[config.mk]
export PLATFORM = sky130hd
export DESIGN_NAME = perceptron_neuron_delta_rule
export DESIGN_NICKNAME = d
export VERILOG_FILES = /design/src/design/pndr_pkg.sv /design/src/design/pndr_front.sv /design/src/design/pndr_queue.sv /design/src/design/pndr_back.sv /design/src/design/perceptron_neuron_delta_rule.sv
export SDC_FILE = /design/constraint.sdc
export NUM_CORES = 2
export LEC_CHECK = 0
export BUFFER_PORTS_ARGS = -buffer_cell sky130_fd_sc_hd__buf_4
export CORE_ASPECT_RATIO = 1.75
export CORE_MARGIN = 10
export CORE_UTILIZATION = 50
export CTS_BUF_LIST = sky130_fd_sc_hd__clkbuf_8
export DETAILED_ROUTE_END_ITERATION = 8
export PLACE_DENSITY = 0.66
export SLEW_MARGIN = 20
export SYNTH_ARGS = -nofsm -noshare
export SYNTH_HDL_FRONTEND = slang
export SYNTH_SLANG_ARGS = --single-unit
[constraint.sdc]
create_clock -name clock -period 9.9 [get_ports clock]
set_input_delay 1.485 -clock clock [delete_from_list [all_inputs] [get_ports clock]]
set_output_delay 1.485 -clock clock [all_outputs]
set_load 0.05 [all_outputs]
[src/design/pndr_pkg.sv]
// Shared types, codes and helpers for the perceptron neuron.
package pndr_pkg;

   localparam logic [1:0] FUNC_LOAD_W = 2'd0;
   localparam logic [1:0] FUNC_LOAD_B = 2'd1;
   localparam logic [1:0] FUNC_FWD    = 2'd2;
   localparam logic [1:0] FUNC_UPD    = 2'd3;

   localparam int          Q_DEPTH   = 4;
   localparam int          Q_PTR_W   = 2;
   localparam logic [14:0] ETA_RESET = 15'd41;

   typedef struct packed {
      logic [1:0]          func;
      logic signed [15:0]  x_value;
      logic signed [15:0]  delta;
      logic                last;
      logic                in_range;
      logic                mismatch;
   } cmd_type;

   function automatic logic signed [15:0] sat16(input logic signed [24:0] v);
      logic signed [15:0] r;
      if (v > 25'sd32767) begin
         r = 16'sd32767;
      end else if (v < -25'sd32768) begin
         r = -16'sd32768;
      end else begin
         r = $signed(v[15:0]);
      end
      return r;
   endfunction

endpackage

[src/design/pndr_front.sv]
// Front end: accepts words, tracks element index and count errors, classifies.
module pndr_front #(
   parameter int N_INPUTS = 16,
   parameter int AW       = 4
) (
   input  logic                    clock,
   input  logic                    reset,
   input  logic                    req_push,
   output logic                    req_full,
   input  logic [1:0]              req_func,
   input  logic signed [15:0]      req_x_value,
   input  logic signed [15:0]      req_delta,
   input  logic                    req_last,
   input  logic                    q_full,
   output logic                    q_push,
   output pndr_pkg::cmd_type       q_cmd,
   output logic [AW-1:0]           q_addr
);
   import pndr_pkg::*;

   localparam int IW = $clog2(N_INPUTS + 1);

   logic [IW-1:0] idx_ff, idx_in;
   logic          err_ff, err_in;
   logic          in_range;

   assign req_full = q_full;
   assign q_push   = req_push && !q_full;
   assign in_range = idx_ff < IW'(N_INPUTS);
   assign q_addr   = idx_ff[AW-1:0];

   always_comb begin
      q_cmd.func     = req_func;
      q_cmd.x_value  = req_x_value;
      q_cmd.delta    = req_delta;
      q_cmd.last     = req_last;
      q_cmd.in_range = in_range;
      q_cmd.mismatch = err_ff || !in_range || (idx_ff != IW'(N_INPUTS - 1));
   end

   always_comb begin
      idx_in = idx_ff;
      err_in = err_ff;
      if (q_push && req_func != FUNC_LOAD_B) begin
         if (req_last) begin
            idx_in = '0;
            err_in = 1'b0;
         end else if (in_range) begin
            idx_in = idx_ff + IW'(1);
         end else begin
            err_in = 1'b1;
         end
      end
   end

   always_ff @(posedge clock) begin
      if (reset) begin
         idx_ff <= '0;
         err_ff <= 1'b0;
      end else begin
         idx_ff <= idx_in;
         err_ff <= err_in;
      end
   end

endmodule

[src/design/pndr_queue.sv]
// Short command queue between the front and back ends.
module pndr_queue #(
   parameter int WIDTH = 40
) (
   input  logic             clock,
   input  logic             reset,
   input  logic             push,
   input  logic [WIDTH-1:0] wdata,
   output logic             full,
   input  logic             pop,
   output logic [WIDTH-1:0] rdata,
   output logic             empty
);
   import pndr_pkg::*;

   logic [WIDTH-1:0]   slot_ff [Q_DEPTH];
   logic [Q_PTR_W-1:0] wr_ptr_ff, wr_ptr_in, rd_ptr_ff, rd_ptr_in;
   logic [Q_PTR_W:0]   count_ff, count_in;
   logic               do_push, do_pop;

   assign full    = count_ff == (Q_PTR_W + 1)'(Q_DEPTH);
   assign empty   = count_ff == '0;
   assign do_push = push && !full;
   assign do_pop  = pop && !empty;
   assign rdata   = slot_ff[rd_ptr_ff];

   always_comb begin
      wr_ptr_in = do_push ? wr_ptr_ff + Q_PTR_W'(1) : wr_ptr_ff;
      rd_ptr_in = do_pop ? rd_ptr_ff + Q_PTR_W'(1) : rd_ptr_ff;
      count_in  = count_ff;
      if (do_push && !do_pop) begin
         count_in = count_ff + (Q_PTR_W + 1)'(1);
      end else if (do_pop && !do_push) begin
         count_in = count_ff - (Q_PTR_W + 1)'(1);
      end
   end

   always_ff @(posedge clock) begin
      if (do_push) begin
         slot_ff[wr_ptr_ff] <= wdata;
      end
   end

   always_ff @(posedge clock) begin
      if (reset) begin
         wr_ptr_ff <= '0;
         rd_ptr_ff <= '0;
         count_ff  <= '0;
      end else begin
         wr_ptr_ff <= wr_ptr_in;
         rd_ptr_ff <= rd_ptr_in;
         count_ff  <= count_in;
      end
   end

endmodule

[src/design/pndr_back.sv]
// Back end: weight memory, multiply-accumulate, delta-rule update, result register.
module pndr_back #(
   parameter int N_INPUTS = 16,
   parameter int AW       = 4
) (
   input  logic                     clock,
   input  logic                     reset,
   input  logic                     csr_we,
   input  logic [14:0]              csr_wdata,
   input  logic                     q_empty,
   output logic                     q_pop,
   input  pndr_pkg::cmd_type        q_cmd,
   input  logic [AW-1:0]            q_addr,
   output logic                     rsp_empty,
   input  logic                     rsp_pop,
   output logic signed [39:0]       rsp_sum_out,
   output logic                     rsp_status
);
   import pndr_pkg::*;

   localparam logic [1:0] S_IDLE = 2'd0;
   localparam logic [1:0] S_MUL  = 2'd1;
   localparam logic [1:0] S_MUL2 = 2'd2;
   localparam logic [1:0] S_DONE = 2'd3;

   logic signed [15:0] weight_mem [N_INPUTS];
   logic [N_INPUTS-1:0] wvalid_ff, wvalid_in;

   logic [1:0]          state_ff, state_in;
   cmd_type             cmd_ff, cmd_in;
   logic [AW-1:0]       addr_ff, addr_in;
   logic signed [15:0]  rd_ff;
   logic                rdv_ff;
   logic signed [31:0]  wx_ff, wx_in, ed_ff, ed_in;
   logic signed [47:0]  edx_ff, edx_in;
   logic signed [39:0]  acc_ff, acc_in;
   logic signed [15:0]  bias_ff, bias_in;
   logic [14:0]         eta_ff, eta_in;
   logic                rsp_valid_ff, rsp_valid_in;
   logic signed [39:0]  sum_ff, sum_in;
   logic                status_ff, status_in;

   logic                rd_en, mem_we, out_free, emit;
   logic signed [15:0]  w_eff, new_w, new_b, mem_wdata;
   logic signed [47:0]  step_w_sum;
   logic signed [23:0]  step_w;
   logic signed [32:0]  step_b_sum;
   logic signed [20:0]  step_b;
   logic signed [39:0]  acc_sum, acc_cur, bias40, sum_val;

   assign rsp_empty   = !rsp_valid_ff;
   assign rsp_sum_out = sum_ff;
   assign rsp_status  = status_ff;
   assign out_free    = !rsp_valid_ff || rsp_pop;

   assign w_eff      = rdv_ff ? rd_ff : 16'sd0;
   assign step_w_sum = edx_ff + 48'sd8388608;
   assign step_w     = $signed(step_w_sum[47:24]);
   assign new_w      = sat16(25'(w_eff) - 25'(step_w));
   assign step_b_sum = 33'(ed_ff) + 33'sd2048;
   assign step_b     = $signed(step_b_sum[32:12]);
   assign new_b      = sat16(25'(bias_ff) - 25'(step_b));
   assign acc_sum    = acc_ff + 40'(wx_ff);
   assign acc_cur    = (cmd_ff.in_range && cmd_ff.func == FUNC_FWD) ? acc_sum : acc_ff;
   assign bias40     = $signed({{12{bias_ff[15]}}, bias_ff, 12'd0});
   assign sum_val    = acc_cur + bias40;
   assign emit       = cmd_ff.last && cmd_ff.func != FUNC_LOAD_B;
   assign mem_wdata  = (cmd_ff.func == FUNC_LOAD_W) ? cmd_ff.x_value : new_w;

   always_comb begin
      state_in     = state_ff;
      cmd_in       = cmd_ff;
      addr_in      = addr_ff;
      wx_in        = wx_ff;
      ed_in        = ed_ff;
      edx_in       = edx_ff;
      acc_in       = acc_ff;
      bias_in      = bias_ff;
      eta_in       = csr_we ? csr_wdata : eta_ff;
      rsp_valid_in = rsp_valid_ff && !rsp_pop;
      sum_in       = sum_ff;
      status_in    = status_ff;
      wvalid_in    = wvalid_ff;
      rd_en        = 1'b0;
      mem_we       = 1'b0;
      q_pop        = 1'b0;
      unique case (state_ff)
         S_IDLE: begin
            if (!q_empty) begin
               q_pop    = 1'b1;
               rd_en    = 1'b1;
               cmd_in   = q_cmd;
               addr_in  = q_addr;
               state_in = S_MUL;
            end
         end
         S_MUL: begin
            wx_in    = 32'(w_eff) * 32'(cmd_ff.x_value);
            ed_in    = 32'($signed({1'b0, eta_ff})) * 32'(cmd_ff.delta);
            state_in = S_MUL2;
         end
         S_MUL2: begin
            edx_in   = 48'(ed_ff) * 48'(cmd_ff.x_value);
            state_in = S_DONE;
         end
         S_DONE: begin
            if (!emit || out_free) begin
               state_in = S_IDLE;
               if (cmd_ff.in_range &&
                   (cmd_ff.func == FUNC_LOAD_W || cmd_ff.func == FUNC_UPD)) begin
                  mem_we             = 1'b1;
                  wvalid_in[addr_ff] = 1'b1;
               end
               if (cmd_ff.func == FUNC_LOAD_B) begin
                  bias_in = cmd_ff.x_value;
               end else if (cmd_ff.func == FUNC_UPD && cmd_ff.last && !cmd_ff.mismatch) begin
                  bias_in = new_b;
               end
               if (cmd_ff.func != FUNC_LOAD_B) begin
                  acc_in = cmd_ff.last ? 40'sd0 : acc_cur;
               end
               if (emit) begin
                  rsp_valid_in = 1'b1;
                  sum_in       = (cmd_ff.func == FUNC_FWD) ? sum_val : 40'sd0;
                  status_in    = cmd_ff.mismatch;
               end
            end
         end
         default: state_in = S_IDLE;
      endcase
   end

   always_ff @(posedge clock) begin
      if (mem_we) begin
         weight_mem[addr_ff] <= mem_wdata;
      end
      if (rd_en) begin
         rd_ff  <= weight_mem[q_addr];
         rdv_ff <= wvalid_ff[q_addr];
      end
   end

   always_ff @(posedge clock) begin
      cmd_ff  <= cmd_in;
      addr_ff <= addr_in;
      wx_ff   <= wx_in;
      ed_ff   <= ed_in;
      edx_ff  <= edx_in;
      sum_ff  <= sum_in;
      status_ff <= status_in;
   end

   always_ff @(posedge clock) begin
      if (reset) begin
         state_ff     <= S_IDLE;
         wvalid_ff    <= '0;
         acc_ff       <= '0;
         bias_ff      <= '0;
         eta_ff       <= ETA_RESET;
         rsp_valid_ff <= 1'b0;
      end else begin
         state_ff     <= state_in;
         wvalid_ff    <= wvalid_in;
         acc_ff       <= acc_in;
         bias_ff      <= bias_in;
         eta_ff       <= eta_in;
         rsp_valid_ff <= rsp_valid_in;
      end
   end

endmodule

[src/design/perceptron_neuron_delta_rule.sv]
// Top level of the single-neuron perceptron with delta-rule learning.
// Input queue side: drive req_func, req_x_value, req_delta, req_last with req_push;
// a word is taken at a clock edge where req_push is high and req_full is low.
// Functions: load weight, load bias, forward element, update element; a running
// element index advances per non-bias word, and returns to zero on a non-bias req_last.
// Result queue side: while rsp_empty is low, rsp_sum_out/rsp_status hold the
// oldest result; rsp_pop takes it. Only last words of a vector (other than a
// bias load) produce a result.
// Learning rate: csr_we writes csr_wdata into the rate register at once.
// The back-end sequencer runs each word through weight read, two multiplies and
// write-back on one weight memory port, and takes no new word before write-back.
// A 4-word command queue lets the input side keep accepting while the back end
// works or while a result waits.
// Reset: weights and bias read as zero, learning rate 41, queues empty; valid
// bits stand in for a clearing pass, so words are taken right after reset.
// Stall: with a result unpopped the back end holds on the next last word;
// the command queue fills and req_full rises.
module perceptron_neuron_delta_rule #(
   parameter int N_INPUTS = 16
) (
   input  logic               clock,
   input  logic               reset,
   input  logic               req_push,
   output logic               req_full,
   input  logic [1:0]         req_func,
   input  logic signed [15:0] req_x_value,
   input  logic signed [15:0] req_delta,
   input  logic               req_last,
   output logic               rsp_empty,
   input  logic               rsp_pop,
   output logic signed [39:0] rsp_sum_out,
   output logic               rsp_status,
   input  logic               csr_we,
   input  logic [14:0]        csr_wdata
);
   import pndr_pkg::*;

   localparam int AW = (N_INPUTS > 1) ? $clog2(N_INPUTS) : 1;
   localparam int CW = $bits(cmd_type);
   localparam int QW = AW + CW;

   logic          f_push, q_full, q_empty, q_pop;
   cmd_type       f_cmd, b_cmd;
   logic [AW-1:0] f_addr, b_addr;
   logic [QW-1:0] q_wdata, q_rdata;

   assign q_wdata = {f_addr, f_cmd};
   assign b_cmd   = cmd_type'(q_rdata[CW-1:0]);
   assign b_addr  = q_rdata[QW-1:CW];

   pndr_front #(.N_INPUTS(N_INPUTS), .AW(AW)) u_front (
      .clock       (clock),
      .reset       (reset),
      .req_push    (req_push),
      .req_full    (req_full),
      .req_func    (req_func),
      .req_x_value (req_x_value),
      .req_delta   (req_delta),
      .req_last    (req_last),
      .q_full      (q_full),
      .q_push      (f_push),
      .q_cmd       (f_cmd),
      .q_addr      (f_addr)
   );

   pndr_queue #(.WIDTH(QW)) u_queue (
      .clock (clock),
      .reset (reset),
      .push  (f_push),
      .wdata (q_wdata),
      .full  (q_full),
      .pop   (q_pop),
      .rdata (q_rdata),
      .empty (q_empty)
   );

   pndr_back #(.N_INPUTS(N_INPUTS), .AW(AW)) u_back (
      .clock       (clock),
      .reset       (reset),
      .csr_we      (csr_we),
      .csr_wdata   (csr_wdata),
      .q_empty     (q_empty),
      .q_pop       (q_pop),
      .q_cmd       (b_cmd),
      .q_addr      (b_addr),
      .rsp_empty   (rsp_empty),
      .rsp_pop     (rsp_pop),
      .rsp_sum_out (rsp_sum_out),
      .rsp_status  (rsp_status)
   );

endmodule

## Yosys cells after proc, flatten, opt, wreduce, memory -nomap -nowiden

Memories as Yosys holds them, arrays and structs flattened. A register that Yosys moved wholly into a read port is not among the register bits.
Index checks and enable logic that the tools add are counted.

- Add/subtract/negate cells: 11
- $mul: 3
- Magnitude comparators: 8
- Equality and inequality tests: 13
- Multiplexer cells: 37
- Bitwise gates (word level): 2
- Reduce and logical (&&, ||, !) cells: 41

Operators with widths:

| operator | number |
|---|---|
| two-way mux 16 bit | 8 |
| two-way mux 40 bit | 2 |
| multiplier 16 x 16 -> 32 bit | 2 |
| greater-than comparator 25 x 16 -> 1 bit, second input constant | 2 |
| < comparator 25 x 16 -> 1 bit, second input constant | 2 |
| adder 48 x 25 -> 48 bit, second input constant | 1 |
| multiplier 32 x 16 -> 48 bit | 1 |
| adder 40 x 28 -> 40 bit | 1 |
| adder 40 x 32 -> 40 bit | 1 |
| adder 32 x 13 -> 33 bit, second input constant | 1 |
| subtractor 16 x 24 -> 25 bit | 1 |
| subtractor 16 x 21 -> 22 bit | 1 |
| two-way mux 1 bit | 16 |
| OR 16 bit | 1 |
| logical AND 1 bit | 13 |
| AND reduction 3 bit | 4 |
| < comparator 4 x 5 -> 1 bit, second input constant | 2 |
| two-way mux 5 bit | 2 |
| zero test 1 bit | 9 |
| == test 2 bit, second input constant | 4 |
| two-way mux 2 bit | 4 |
| one-hot mux 2 bit (4 select lines) | 1 |
| AND reduction 2 bit | 4 |
| two-way mux 3 bit | 2 |
| 18 further kinds | 30 |

- Bits in registers: 298
- Memory bits (writable): 420
- Input port bits: 55
- Output and inout port bits: 43
- Word-level logic and storage cells: 141
- Memories: 2

Memory list:

| name | depth | bits a word | rd ports | clocked after Yosys merged registers in | wr ports | RTL line | source |
|---|---|---|---|---|---|---|---|
| u_back.weight_mem | 16 | 16 | 1 | 1 | 1 | pndr_back.sv:26 | `logic signed [15:0] weight_mem [N_INPUTS];` |
| u_queue.slot_ff | 4 | 41 | 1 | 1 | 1 | pndr_queue.sv:16 | `logic [WIDTH-1:0] slot_ff [Q_DEPTH];` |

## Depth between registers and ports, before layout

- Word-level depth: 8
- Depth in mapped cells: 29
- Mapped depth without buffers: 27

## Cells and area by module

Synthesis repeated with hierarchy kept, for this count alone.

- Cells, all modules: 6270
- Area, all modules: 67906.4 µm²

By module, submodules not included:

| module | times used | cells each | area each (µm²) |
|---|---|---|---|
| pndr_back | 1 | 5925 | 60792.1 |
| pndr_queue | 1 | 263 | 6434.9 |
| pndr_front | 1 | 82 | 679.4 |

## Least setup slack after synthesis

OpenSTA, ideal clock, no wires.

- Path kind: reg-to-reg
- From: reg u_back.rdv_ff
- To: reg u_back.wx_ff[30] (data pin)
- Data arrival time: 6440 ps
- Slack: 3202 ps
- Stages on the path, launching flop included: 28
- Buffers on the path: 2
- Path through: edfxtp_1 -> clkbuf_1 -> and2_1 -> clkbuf_1 -> nand2_1 -> inv_1 -> fa_1 -> inv_1 -> fa_1 -> inv_1 -> fa_1 -> fa_1 -> fa_1 -> inv_1 -> fa_1 -> inv_1 -> ha_1 -> a21oi_1 -> o21ai_0 -> a21o_1 -> a21o_1 -> a21oi_1 -> o21ai_0 -> nor4_1 -> o31ai_1 -> a21o_1 -> a21oi_1 -> xnor2_1

- Longest elaborated chain between the ends: 2

Ends and longest elaborated chain:

| element | RTL line | source |
|---|---|---|
| start: declaration | pndr_back.sv:33 | `logic rdv_ff;` |
| start signal: assignment | pndr_back.sv:139 | `rdv_ff <= wvalid_ff[q_addr];` |
| two-way mux 16 bit | pndr_back.sv:56 | `assign w_eff = rdv_ff ? rd_ff : 16'sd0;` |
| multiplier 16 x 16 -> 32 bit | pndr_back.sv:98 | `wx_in = 32'(w_eff) * 32'(cmd_ff.x_value);` |
| end signal: assignment | pndr_back.sv:146 | `wx_ff <= wx_in;` |
| end: declaration | pndr_back.sv:34 | `logic signed [31:0] wx_ff, wx_in, ed_ff, ed_in;` |

Every way passes these cells.
A chain may end at the register's enable or synchronous reset.

## Worst setup path after layout

Ends and elaborated chain as after synthesis.

==> metrics <==
Placed Cells=7978; grt met1 use=25.07%; CTS tree=done; Synth warnings=0; grt ovf=0; Max Cap Viol=0; largest net degree at the start of global routing=126; GRT Max-Usage Layer=met2; clock sinks=713; Post-Synth Adder-Cell Area=35.72%; vias=45602; RSZ-0062 raised after global routing=no; Worst Hold Path EP=u_back.rsp_status$_DFFE_PP_; min-delay worst type=reg2reg; Post-Route WL=176900 um; simple-gate share of the synthesized area=12.52%; clock tree buffer depth=3; wire per inst=21.63 um; first-pass GRT wire length=279100 um; Root Driver=clkbuf_8; 1st-iter DRT viols=2504; pre-CTS setup slack=1.981 ns; Top FF cell, synth=edfxtp_1; clk_skew=0.05609 ns; setup slack, reg-to-reg=1.96 ns; fin nets=7715; fin cells=8180; beginning of the worst register-to-register path=u_back.rdv_ff$_DFFE_PP_; Post-synth ARST share=0%; Synth Area in XOR/XNOR=2.857%; Critical Path RT=10.50 ns; syn_nets=7689; DIE HEIGHT=507.0 um; Seq cells post-synth=713; drt via density=5.575; post-synthesis compound-gate area fraction=6.496%; Die X=298.3 um; count leader, synth=inv_1; combined area of the multi-input logic cells=42290 um^2; ranking of synthesized cells by area=fa_1 28%, edfxtp_1 27%, ha_1 8.2%; post-synthesis mux area share=4.698%; hold path depth=0; met2 Resource Use GR=44.45%; Filler cells=11926; status=completed; fmax=0.1260 GHz; gr usage total=23.78%; Worst R2R End=u_back.wx_ff[30]$_DFFE_PN_; Synth top area share=27.54%; EDFF count, synth=608; DRT Pass-1 Iters=5; Worst-Skew Late Latency=0.85 ns; Placeable Area=134500 um^2; Slew @ Worst Pin=1.207 ns; Resized cells post-CTS=0; GR Layer Usage met3=2.869%; Register-to-Register Path Depth=24; Remaining DRCs=0; I/O Pins=98; Mapped Area=67760 um^2; crit path launch type=flop; hpwl dp=134700 um; gp weighted congestion=0.9314; most frequent cells after synthesis=1103 x inv_1, 932 x fa_1, 722 x nand2_1; kind of critical path=reg2reg; final setup vio count=0; initial antenna violation count=4; total CTS buffers=105; Layout area overhead=7.329%; clock slew at reported path FFs=0.07 ns; Max Slew Vio Count=0; Syn Area/Cell=10.83 um^2; Sequential cell area=20360 um^2; Slew headroom=18.70%; fin crit share=80.19%; library cells used by synthesis=92; Yosys top cell by area=fa_1; setup_tns=0 ns; sequential share of the synthesized area=30.05%; Initial Util=50.37%; CP endpoint kind=flop; Rows=178; Syn Inst Count=6259; Worst EP arrival=8.54 ns; cts hold-fix bufs=0; # Post-CTS Setup Buffers=0; die footprint=151200 um^2; H-tree depth=3; minimum clock period=7.939 ns; Final Hold Viols=0; largest family of logic cells by synthesized area=adder cells; Crit Path Max Fanout=125; number of global-route vias before repair=50231; hold path start=u_back.cmd_ff[0]$_DFFE_PP_; share of cells above drive strength 1=8.612%; post-route ant nets=0; IO buf count=97; Setup WS post-layout=1.961 ns
==> metrics by stage <==
step | cell area [um^2] | hold WS (ns) | utilization, %
6_report | 72720 | 0.4611 | 54.06
5_1_grt | 72710 | 0.5019 | 54.05
4_1_cts | 72700 | 0.4615 | 54.04
3_5_place_dp | 70470 | 0.4542 | 52.38
3_3_place_gp | 70460 | 0.4338 | 52.38
2_1_floorplan | 67760 | 0.4272 | -
==> cell families (layout without fill, tap and decap cells) <==
family | after synthesis | in the layout
fa+ha+maj | 1375 | 1375
compound gates | 664 | 664
buf+inv | 1374 | 1490
mux | 160 | 160
xor+xnor | 221 | 221
flops | 713 | 713
simple gates | 1752 | 1752
other cells | 0 | 5
==> sequential cells by signal, indices dropped and copies added, names as in the netlist, 2 cells and up, named ones only <==
signal / count
u_back.weight_mem: 256
u_queue.slot_ff: 164
u_back.acc_ff: 40
u_back.rsp_sum_out: 40
u_back.cmd_ff: 37
u_back.ed_ff: 32
u_back.wx_ff: 32
u_back.edx_ff: 25
u_back.bias_ff: 16
u_back.rd_ff: 16
u_back.wvalid_ff: 16
u_back.eta_ff: 15
u_front.idx_ff: 5
u_back.addr_ff: 4
u_queue.count_ff: 3
u_back.state_ff: 2
u_queue.rd_ptr_ff: 2
u_queue.wr_ptr_ff: 2
==> area by class of cell <==
cell class              instances  area share (%)
repair buffers                190           1.961
multi-input cells            4172           58.16
diodes                          5         0.01721
flip-flops and latches        713           28.00
inverters                    1103           5.693
well taps                    1800           3.097
clock inverters                84          0.9308
clock buffers                 113           2.139
==> worst max path at each step <==
stage / start / to / slack [ns] / cells past startpoint
3_3_place_gp: u_back.rdv_ff$_DFFE_PP_ / u_back.wx_ff[30]$_DFFE_PN_ / 2.18 / 24
5_1_grt: u_back.rdv_ff$_DFFE_PP_ / u_back.wx_ff[30]$_DFFE_PN_ / 1.56 / 24
4_1_cts: u_back.rdv_ff$_DFFE_PP_ / u_back.wx_ff[30]$_DFFE_PN_ / 1.97 / 24
3_5_place_dp: u_back.rdv_ff$_DFFE_PP_ / u_back.wx_ff[30]$_DFFE_PN_ / 1.98 / 24
2_1_floorplan: u_back.rdv_ff$_DFFE_PP_ / u_back.wx_ff[30]$_DFFE_PN_ / 3.20 / 27
6_report: u_back.rdv_ff$_DFFE_PP_ / u_back.wx_ff[30]$_DFFE_PN_ / 1.96 / 24
==> routing by layer <==
| metal | up-vias | routed length [um] |
|---|---|---|
| li1 | 20375 | - |
| met1 | 23311 | 62340 |
| met2 | 1376 | 94460 |
| met3 | 538 | 7991 |
| met4 | 2 | 12140 |
| met5 | - | 13 |
==> cell usage in the layout (no fill, tap or decap), types with 87 or more instances in the layout <==
cell / Yosys / final
a21o_1: 114 / 114
and3_1: 129 / 129
fa_1: 932 / 932
nor2_1: 260 / 255
nand2_1: 722 / 722
inv_1: 1103 / 1125
buf_4: 1 / 190
ha_1: 443 / 442
edfxtp_1: 608 / 608
a21oi_1: 181 / 177
xnor2_1: 134 / 134
o21ai_0: 112 / 112
xor2_1: 87 / 87
clkbuf_8: 0 / 113
and2_1: 339 / 335
mux4_2: 126 / 125
dfxtp_1: 105 / 103
==> critical path: stages (launching register included) <==
cell and delay [ns]:
edfxtp_1 0.34, buf_4 0.70, and2_0 0.83, nand2_1 0.22, fa_1 0.58, inv_1 0.05
fa_1 0.48, fa_1 0.57, fa_1 0.43, fa_1 0.50, inv_1 0.05, fa_1 0.47
inv_1 0.04, ha_1 0.33, a21oi_1 0.16, o21ai_0 0.10, a21o_1 0.18, a21o_1 0.17
a21oi_1 0.13, o21ai_0 0.11, nor4_1 0.56, o31ai_1 0.19, a21o_1 0.18, a21oi_1 0.18
xnor2_1 0.09
Power is not shown: default switching activity piles up to over one toggle a cycle in this logic, so the estimate is an artifact.
